`config.mk`:
```
export PLATFORM = sky130hd
export DESIGN_NAME = universal_machine_execute_unit
export DESIGN_NICKNAME = d
export VERILOG_FILES = /design/src/rtl/umeu_pkg.sv /design/src/rtl/umeu_datapath.sv /design/src/rtl/umeu_ctrl.sv /design/src/rtl/universal_machine_execute_unit.sv
export VERILOG_INCLUDE_DIRS = /design/src /design/src/rtl
export SDC_FILE = /design/constraint.sdc
export NUM_CORES = 2
export LEC_CHECK = 0
export ABC_AREA = 1
export ABC_CLOCK_PERIOD_IN_PS = 11800
export BUFFER_PORTS_ARGS = -buffer_cell sky130_fd_sc_hd__buf_4
export CAP_MARGIN = 5
export CORE_MARGIN = 2
export CORE_UTILIZATION = 57
export CTS_BUF_LIST = sky130_fd_sc_hd__clkbuf_4 sky130_fd_sc_hd__clkbuf_8
export DETAILED_ROUTE_END_ITERATION = 16
export PLACE_DENSITY = 0.71
export SYNTH_ARGS = -nofsm -noshare
export SYNTH_HDL_FRONTEND = slang
export SYNTH_SLANG_ARGS = --single-unit
```
`constraint.sdc`:
```
create_clock -name clk -period 11.8 [get_ports clk]
set_input_delay 2.36 -clock clk [delete_from_list [all_inputs] [get_ports clk]]
set_output_delay 2.36 -clock clk [all_outputs]
set_load 0.005 [all_outputs]
```
`src/rtl/universal_machine_execute_unit_macros.svh`:
```
// Assertion macros for the universal machine execute unit
`ifndef UNIVERSAL_MACHINE_EXECUTE_UNIT_MACROS_SVH
`define UNIVERSAL_MACHINE_EXECUTE_UNIT_MACROS_SVH
`define UMEU_ASSERT_IMPL(label, clk, rst_n, ante, cons, msg) \
  label: assert property (@(posedge clk) disable iff (!rst_n) (ante) |-> (cons)) \
    else $error(msg);
`define UMEU_ASSERT_NEXT(label, clk, rst_n, ante, cons, msg) \
  label: assert property (@(posedge clk) disable iff (!rst_n) (ante) |=> (cons)) \
    else $error(msg);
`endif

```
`src/rtl/umeu_pkg.sv`:
```
// Shared types and constants for the universal machine execute unit
package umeu_pkg;
  localparam int unsigned DataW = 32;
  localparam int unsigned RegW = 3;
  localparam int unsigned NumRegs = 8;
  localparam int unsigned ActW = 4;
  localparam int unsigned CntW = 6;

  localparam logic [3:0] OP_CMOV = 4'd0;
  localparam logic [3:0] OP_LOAD = 4'd1;
  localparam logic [3:0] OP_STORE = 4'd2;
  localparam logic [3:0] OP_ADD = 4'd3;
  localparam logic [3:0] OP_MUL = 4'd4;
  localparam logic [3:0] OP_DIV = 4'd5;
  localparam logic [3:0] OP_NAND = 4'd6;
  localparam logic [3:0] OP_MAP = 4'd8;
  localparam logic [3:0] OP_UNMAP = 4'd9;
  localparam logic [3:0] OP_OUT = 4'd10;
  localparam logic [3:0] OP_LOADPROG = 4'd12;
  localparam logic [3:0] OP_LOADIMM = 4'd13;

  localparam logic [ActW-1:0] ACT_DONE = 4'd0;
  localparam logic [ActW-1:0] ACT_LOAD = 4'd1;
  localparam logic [ActW-1:0] ACT_STORE = 4'd2;
  localparam logic [ActW-1:0] ACT_MAP = 4'd3;
  localparam logic [ActW-1:0] ACT_UNMAP = 4'd4;
  localparam logic [ActW-1:0] ACT_OUTPUT = 4'd5;
  localparam logic [ActW-1:0] ACT_LOADPROG = 4'd6;
  localparam logic [ActW-1:0] ACT_HALT = 4'd7;
  localparam logic [ActW-1:0] ACT_DIVFAULT = 4'd8;

  typedef struct packed {
    logic capture;
    logic execute;
    logic div_start;
    logic div_step;
    logic div_finish;
  } cmd_t;

  typedef struct packed {
    logic halted;
    logic is_div;
    logic div_zero;
    logic div_last;
  } status_t;
endpackage

```
`src/rtl/umeu_datapath.sv`:
```
// Register file, decode, ALU and iterative divider of the execute unit
module umeu_datapath (
  input  logic                            clk,
  input  logic                            rst_n,
  input  umeu_pkg::cmd_t                  cmd,
  output umeu_pkg::status_t               status,
  input  logic                            in_func,
  input  logic [31:0]                     in_instr_word,
  input  logic [umeu_pkg::RegW-1:0]       in_write_reg,
  input  logic [umeu_pkg::DataW-1:0]      in_write_value,
  output logic [umeu_pkg::ActW-1:0]       res_action,
  output logic [umeu_pkg::DataW-1:0]      res_first,
  output logic [umeu_pkg::DataW-1:0]      res_second,
  output logic [umeu_pkg::DataW-1:0]      res_third,
  output logic [umeu_pkg::RegW-1:0]       res_dest
);
  logic [umeu_pkg::DataW-1:0] regs_r [umeu_pkg::NumRegs];
  logic                       halted_r;
  logic                       func_r;
  logic [31:0]                word_r;
  logic [umeu_pkg::RegW-1:0]  wreg_r;
  logic [umeu_pkg::DataW-1:0] wval_r;
  logic [umeu_pkg::DataW-1:0] quo_r;
  logic [umeu_pkg::DataW-1:0] rem_r;
  logic [umeu_pkg::DataW-1:0] dvs_r;
  logic [umeu_pkg::CntW-1:0]  cnt_r;

  logic [3:0]                 op;
  logic [umeu_pkg::RegW-1:0]  ra, rb, rc, rimm;
  logic [umeu_pkg::DataW-1:0] va, vb, vc;
  logic [umeu_pkg::DataW:0]   trial;
  logic [umeu_pkg::DataW-1:0] rem_sh;

  assign op   = word_r[31:28];
  assign ra   = word_r[8:6];
  assign rb   = word_r[5:3];
  assign rc   = word_r[2:0];
  assign rimm = word_r[27:25];
  assign va   = regs_r[ra];
  assign vb   = regs_r[rb];
  assign vc   = regs_r[rc];
  assign rem_sh = {rem_r[umeu_pkg::DataW-2:0], quo_r[umeu_pkg::DataW-1]};
  assign trial  = {1'b0, rem_sh} - {1'b0, dvs_r};

  assign status.halted   = halted_r;
  assign status.is_div   = !func_r && (op == umeu_pkg::OP_DIV);
  assign status.div_zero = (vc == '0);
  assign status.div_last = (cnt_r == umeu_pkg::CntW'(umeu_pkg::DataW - 1));

  always_comb begin
    res_action = umeu_pkg::ACT_DONE;
    res_first  = '0;
    res_second = '0;
    res_third  = '0;
    res_dest   = '0;
    if (halted_r) begin
      res_action = umeu_pkg::ACT_HALT;
    end else if (!func_r) begin
      case (op)
        umeu_pkg::OP_CMOV, umeu_pkg::OP_ADD, umeu_pkg::OP_MUL, umeu_pkg::OP_NAND,
        umeu_pkg::OP_LOADIMM: begin
          res_action = umeu_pkg::ACT_DONE;
        end
        umeu_pkg::OP_DIV: begin
          res_action = (vc == '0) ? umeu_pkg::ACT_DIVFAULT : umeu_pkg::ACT_DONE;
        end
        umeu_pkg::OP_LOAD: begin
          res_action = umeu_pkg::ACT_LOAD;
          res_first  = vb;
          res_second = vc;
          res_dest   = ra;
        end
        umeu_pkg::OP_STORE: begin
          res_action = umeu_pkg::ACT_STORE;
          res_first  = va;
          res_second = vb;
          res_third  = vc;
        end
        umeu_pkg::OP_MAP: begin
          res_action = umeu_pkg::ACT_MAP;
          res_first  = vc;
          res_dest   = rb;
        end
        umeu_pkg::OP_UNMAP: begin
          res_action = umeu_pkg::ACT_UNMAP;
          res_first  = vc;
        end
        umeu_pkg::OP_OUT: begin
          res_action = umeu_pkg::ACT_OUTPUT;
          res_first  = {24'd0, vc[7:0]};
        end
        umeu_pkg::OP_LOADPROG: begin
          res_action = umeu_pkg::ACT_LOADPROG;
          res_first  = vb;
          res_second = vc;
        end
        default: begin
          res_action = umeu_pkg::ACT_HALT;
        end
      endcase
    end
  end

  always_ff @(posedge clk) begin
    if (cmd.capture) begin
      func_r <= in_func;
      word_r <= in_instr_word;
      wreg_r <= in_write_reg;
      wval_r <= in_write_value;
    end
    if (cmd.div_start) begin
      quo_r <= vb;
      rem_r <= '0;
      dvs_r <= vc;
    end else if (cmd.div_step) begin
      if (!trial[umeu_pkg::DataW]) begin
        rem_r <= trial[umeu_pkg::DataW-1:0];
        quo_r <= {quo_r[umeu_pkg::DataW-2:0], 1'b1};
      end else begin
        rem_r <= rem_sh;
        quo_r <= {quo_r[umeu_pkg::DataW-2:0], 1'b0};
      end
    end
  end

  always_ff @(posedge clk) begin
    if (!rst_n) begin
      halted_r <= 1'b0;
      cnt_r    <= '0;
      for (int i = 0; i < umeu_pkg::NumRegs; i++) begin
        regs_r[i] <= '0;
      end
    end else begin
      if (cmd.div_start) begin
        cnt_r <= '0;
      end else if (cmd.div_step) begin
        cnt_r <= cnt_r + 1'b1;
      end
      if (cmd.div_finish) begin
        regs_r[ra] <= quo_r;
      end
      if (cmd.execute && !halted_r) begin
        if (func_r) begin
          regs_r[wreg_r] <= wval_r;
        end else begin
          case (op)
            umeu_pkg::OP_LOADIMM: regs_r[rimm] <= {7'd0, word_r[24:0]};
            umeu_pkg::OP_CMOV: begin
              if (vc != '0) begin
                regs_r[ra] <= vb;
              end
            end
            umeu_pkg::OP_ADD:  regs_r[ra] <= vb + vc;
            umeu_pkg::OP_MUL:  regs_r[ra] <= vb * vc;
            umeu_pkg::OP_NAND: regs_r[ra] <= ~(vb & vc);
            umeu_pkg::OP_LOAD, umeu_pkg::OP_STORE, umeu_pkg::OP_DIV, umeu_pkg::OP_MAP,
            umeu_pkg::OP_UNMAP, umeu_pkg::OP_OUT, umeu_pkg::OP_LOADPROG: ;
            default: halted_r <= 1'b1;
          endcase
        end
      end
    end
  end
endmodule

```
`src/rtl/umeu_ctrl.sv`:
```
// Sequencing state machine of the execute unit
module umeu_ctrl (
  input  logic              clk,
  input  logic              rst_n,
  input  logic              in_valid,
  output logic              in_stall,
  output logic              out_valid,
  input  logic              out_stall,
  input  umeu_pkg::status_t status,
  output umeu_pkg::cmd_t    cmd,
  output logic              load_out
);
  typedef enum logic [1:0] {S_IDLE, S_DECODE, S_DIV, S_DIVWB} state_t;
  state_t state_r, state_nxt;
  logic   out_valid_r, out_valid_nxt;
  logic   accept;

  assign in_stall  = (state_r != S_IDLE) || (out_valid_r && out_stall);
  assign accept    = in_valid && !in_stall;
  assign out_valid = out_valid_r;

  always_comb begin
    state_nxt     = state_r;
    out_valid_nxt = out_valid_r && out_stall;
    cmd           = '0;
    load_out      = 1'b0;
    cmd.capture   = accept;
    case (state_r)
      S_IDLE: begin
        if (accept) begin
          state_nxt = S_DECODE;
        end
      end
      S_DECODE: begin
        if (!status.halted && status.is_div && !status.div_zero) begin
          cmd.div_start = 1'b1;
          state_nxt     = S_DIV;
        end else if (!out_valid_r || !out_stall) begin
          cmd.execute   = 1'b1;
          load_out      = 1'b1;
          out_valid_nxt = 1'b1;
          state_nxt     = S_IDLE;
        end
      end
      S_DIV: begin
        cmd.div_step = 1'b1;
        if (status.div_last) begin
          state_nxt = S_DIVWB;
        end
      end
      S_DIVWB: begin
        if (!out_valid_r || !out_stall) begin
          cmd.div_finish = 1'b1;
          load_out       = 1'b1;
          out_valid_nxt  = 1'b1;
          state_nxt      = S_IDLE;
        end
      end
      default: state_nxt = S_IDLE;
    endcase
  end

  always_ff @(posedge clk) begin
    if (!rst_n) begin
      state_r     <= S_IDLE;
      out_valid_r <= 1'b0;
    end else begin
      state_r     <= state_nxt;
      out_valid_r <= out_valid_nxt;
    end
  end
endmodule

```
`src/rtl/universal_machine_execute_unit.sv`:
```
// Top level of the universal machine execute unit
// Usage:
//   Input channel (in_valid/in_stall) carries one request: in_func 0 executes
//   in_instr_word, in_func 1 writes in_write_value into register in_write_reg.
//   Result channel (out_valid/out_stall) returns exactly one result per request:
//   action code, up to three register values and a destination register.
//   A request passes the decode state and then loads the output register, which
//   raises out_valid; a divide with a nonzero divisor also runs the one-bit-per-cycle
//   restoring divider (32 steps) in between. The unit takes no new request until
//   the result of the current one has been loaded.
//   The result sits in an output register; while it waits under out_stall the
//   input is stalled and completion holds until the receiver drops out_stall.
//   Reset (rst_n low, synchronous) clears all eight registers, the halt flag
//   and the valid state. After a halt every request answers action halt.
//   out_stall never drops or alters a pending result.
`include "universal_machine_execute_unit_macros.svh"
module universal_machine_execute_unit (
  input  logic                           clk,
  input  logic                           rst_n,
  input  logic                           in_valid,
  output logic                           in_stall,
  input  logic                           in_func,
  input  logic [31:0]                    in_instr_word,
  input  logic [umeu_pkg::RegW-1:0]      in_write_reg,
  input  logic [umeu_pkg::DataW-1:0]     in_write_value,
  output logic                           out_valid,
  input  logic                           out_stall,
  output logic [umeu_pkg::ActW-1:0]      out_action,
  output logic [umeu_pkg::DataW-1:0]     out_first_value,
  output logic [umeu_pkg::DataW-1:0]     out_second_value,
  output logic [umeu_pkg::DataW-1:0]     out_third_value,
  output logic [umeu_pkg::RegW-1:0]      out_dest_reg
);
  umeu_pkg::cmd_t              cmd;
  umeu_pkg::status_t           status;
  logic                        load_out;
  logic [umeu_pkg::ActW-1:0]   res_action;
  logic [umeu_pkg::DataW-1:0]  res_first, res_second, res_third;
  logic [umeu_pkg::RegW-1:0]   res_dest;
  logic [umeu_pkg::ActW-1:0]   action_r;
  logic [umeu_pkg::DataW-1:0]  first_r, second_r, third_r;
  logic [umeu_pkg::RegW-1:0]   dest_r;

  umeu_ctrl u_ctrl (
    .clk, .rst_n, .in_valid, .in_stall, .out_valid, .out_stall,
    .status, .cmd, .load_out
  );

  umeu_datapath u_dp (
    .clk, .rst_n, .cmd, .status, .in_func, .in_instr_word, .in_write_reg,
    .in_write_value, .res_action, .res_first, .res_second, .res_third, .res_dest
  );

  always_ff @(posedge clk) begin
    if (load_out) begin
      action_r <= res_action;
      first_r  <= res_first;
      second_r <= res_second;
      third_r  <= res_third;
      dest_r   <= res_dest;
    end
  end

  assign out_action       = action_r;
  assign out_first_value  = first_r;
  assign out_second_value = second_r;
  assign out_third_value  = third_r;
  assign out_dest_reg     = dest_r;

  `UMEU_ASSERT_IMPL(a_one_cmd, clk, rst_n, 1'b1,
    $onehot0({cmd.execute, cmd.div_start, cmd.div_step, cmd.div_finish}),
    "conflicting datapath commands")
  `UMEU_ASSERT_IMPL(a_no_overwrite, clk, rst_n, out_valid && out_stall,
    !load_out, "pending result overwritten")
  `UMEU_ASSERT_NEXT(a_halt_sticky, clk, rst_n, status.halted,
    status.halted, "halt flag cleared")
endmodule

```
==> results_dict.tcl <==
set metrics [dict create \
    status "completed" \
    path_common_cell "sky130_fd_sc_hd__fa_1" \
    hold_viol 0 \
    setup-violations-final 0 \
    syn_inst 6160 \
    timing.critical_path.slowest_cell_delay_ns 0.96 \
    placed_cells 7270 \
    cts_hold_buffers 0 \
    layout.cells.most_common "sky130_fd_sc_hd__nand2_1" \
    final.min_clock_period_ns 10.33 \
    initial_utilization_pct 57.3 \
    worstPathRequired_ns 12.32 \
    design.final.nets 6890 \
    post_drt_via_cell_ratio 6.16 \
    stdcell_count 7450 \
    tritoncts_clock_tree "done" \
    drv.max_cap_violation_count 0 \
    crit_path_top_delay_cell "sky130_fd_sc_hd__clkinv_1" \
    post-route-drc-count 0 \
    timing_worst_setup_path_type "reg2reg" \
    cts.sink_count 541 \
    route.final.wire_length_um 195000 \
    first_global_vias 43000 \
    place_worst_setup_slack_ns 1.89 \
    grt_start_max_net_pins 139 \
    grt_antenna_before_repair 11 \
    overflow 0 \
    synth_seq_area_share_pct 32.4 \
    cts.repair.resized 0 \
    postSynthNetCount 6830 \
    slew_violations 0 \
    route.antenna.remaining_nets 0 \
    synth_enable_flop_cells 491 \
    worst_skew_pair.late_latency_ns 0.85 \
    timing_worst_slew_pin_value_ns 1.27 \
    dp.final_hpwl_um 138000 \
    grt_pass1_wl_um 280000 \
    fp.dieW_um 296 \
    drive_above_1_share_pct 8.32 \
    post_cts_buffers 0 \
    fp.dieH_um 296 \
    numPortBuffers 176 \
    finClkSkew_ns 0.0936 \
    synth-seq-cells 541 \
    setup-tns-final_ns 0 \
    cts_root_buf "sky130_fd_sc_hd__clkbuf_8" \
    num_rows 107 \
    vias 45900 \
    critical_path.endpoint_type "flop" \
    synth-async-reset-ratio_pct 0 \
    cp_max_fo 71 \
    relSlewSlack_pct 14.5 \
    dr.first_iter.drc_count 6102 \
    gp_routability_congestion 1.02 \
    numCtsBuffers 92 \
    cts.htree.levels 3 \
    unrepaired_setup_endpoints_after_global_routing "no" \
    ys_dominant_reg_cell "sky130_fd_sc_hd__edfxtp_1" \
    most-common-layout-cells "sky130_fd_sc_hd__nand2_1, sky130_fd_sc_hd__inv_1, sky130_fd_sc_hd__nor2_1, sky130_fd_sc_hd__edfxtp_1, sky130_fd_sc_hd__a21oi_1" \
    registers.top_by_ff_count "u_dp.regs_r" \
    synthDistinctLibCells 52 \
    drt_pre_antenna_iters 6 \
    largest_register_ff_count 256 \
    route.detailed.wl_per_inst_um 26.1 \
    cts-root-to-sink-buffers 3 \
    postLayoutSetupSlackWorst_ns 1.47 \
    num_io_pins 177 \
    ys_warn_count 0 \
    postSynthAreaPerCell_um2 7.88 \
    die-area_um2 87500 \
    core_area_um2 84700 \
    post_synth_design_cell_area_um2 48500 \
    hp-class "reg2reg" \
    cp-start-kind "flop" \
    timing.final.crit_share_pct 87.5 \
    grt_usage_pct 44.3 \
    clock.fmax_mhz 96.8 \
    cp_data_arrival_time_ns 10.84 \
    clk_pin_slew_worst_paths_ns 0.06 \
    area.growth.synth_to_final_pct 8.86 \
]
## layer usage
| layer | track usage, % | share of wire (%) |
|---|---|---|
| met5 | 0 | 0.065 |
| met2 | 64.2 | 42 |
| met4 | 31.3 | 8.4 |
| met3 | 12.8 | 14 |
| met1 | 57.2 | 36 |
## kinds of logic after synthesis
group,after synthesis,synth area share (%)
buffers and inverters,1288,10.3
DFF,541,32.4
and+or+nand+nor,2595,21.8
AOI/OAI and AO/OA,1077,12.5
xor gates and xnor gates,61,1.10
adders and majority gates,598,21.8
## cell usage after synthesis, drive strengths merged (36+ instances only)
master  number  area [µm²]
o21ai      375        1900
nand2     1453        5480
dfxtp       50        1000
clkbuf     229         860
ha         188        2350
edfxtp     491       14700
nand3      414        2080
nor2       611        2320
inv        954        3580
a21oi      443        2220
buf         94         539
o211ai     101         758
xor2        36         315
fa         410        8210
and2        36         225
## stage by stage
step,hold slack (ns),area (µm²),util [%]
after detailed placement,0.468,50800,60.0
after global placement,0.454,50800,60.0
after CTS,0.482,52800,62.3
after global routing,0.506,52800,62.3
after floorplan,0.439,48500,-
final,0.482,52800,62.3
## final cells by class
| cell class | instances | area (µm²) |
|---|---|---|
| Inverter | 965 | 3630 |
| Clock inverter | 58 | 527 |
| Tap cell | 1144 | 1430 |
| Multi-Input combinational cell | 4331 | 27800 |
| Fill cell | 7599 | 31900 |
| Antenna cell | 8 | 20.0 |
| Clock buffer | 114 | 1460 |
| Timing Repair Buffer | 289 | 2190 |
| Sequential cell | 541 | 15800 |
## worst max-delay path, delay by kind of cell (launching register included)
family                   cells  cell delay [ns]
buffers and inverters        4             1.32
flip-flops                   1             0.82
adder cells (fa/ha/maj)      9             4.05
AO/OA/AOI/OAI                6             1.61
AND/OR/NAND/NOR             12             2.19
## path summary, 6_finish.rpt
| path | from | to | slack (ns) | cells past startpoint |
|---|---|---|---|---|
| setup reg to reg | flop | u_dp.regs_r[2][25] | 1.47 | 31 |
| setup / recovery | flop | u_dp.regs_r[2][25] | 1.47 | 31 |
| hold reg to reg | u_dp.rem_r[21] | u_dp.rem_r[21] | 0.48 | 2 |
| hold / removal | u_dp.rem_r[21] | u_dp.rem_r[21] | 0.48 | 2 |
Power is left out: the tool's default activity adds up to more than one toggle a clock period on the data nets, which glitch-free logic cannot reach.
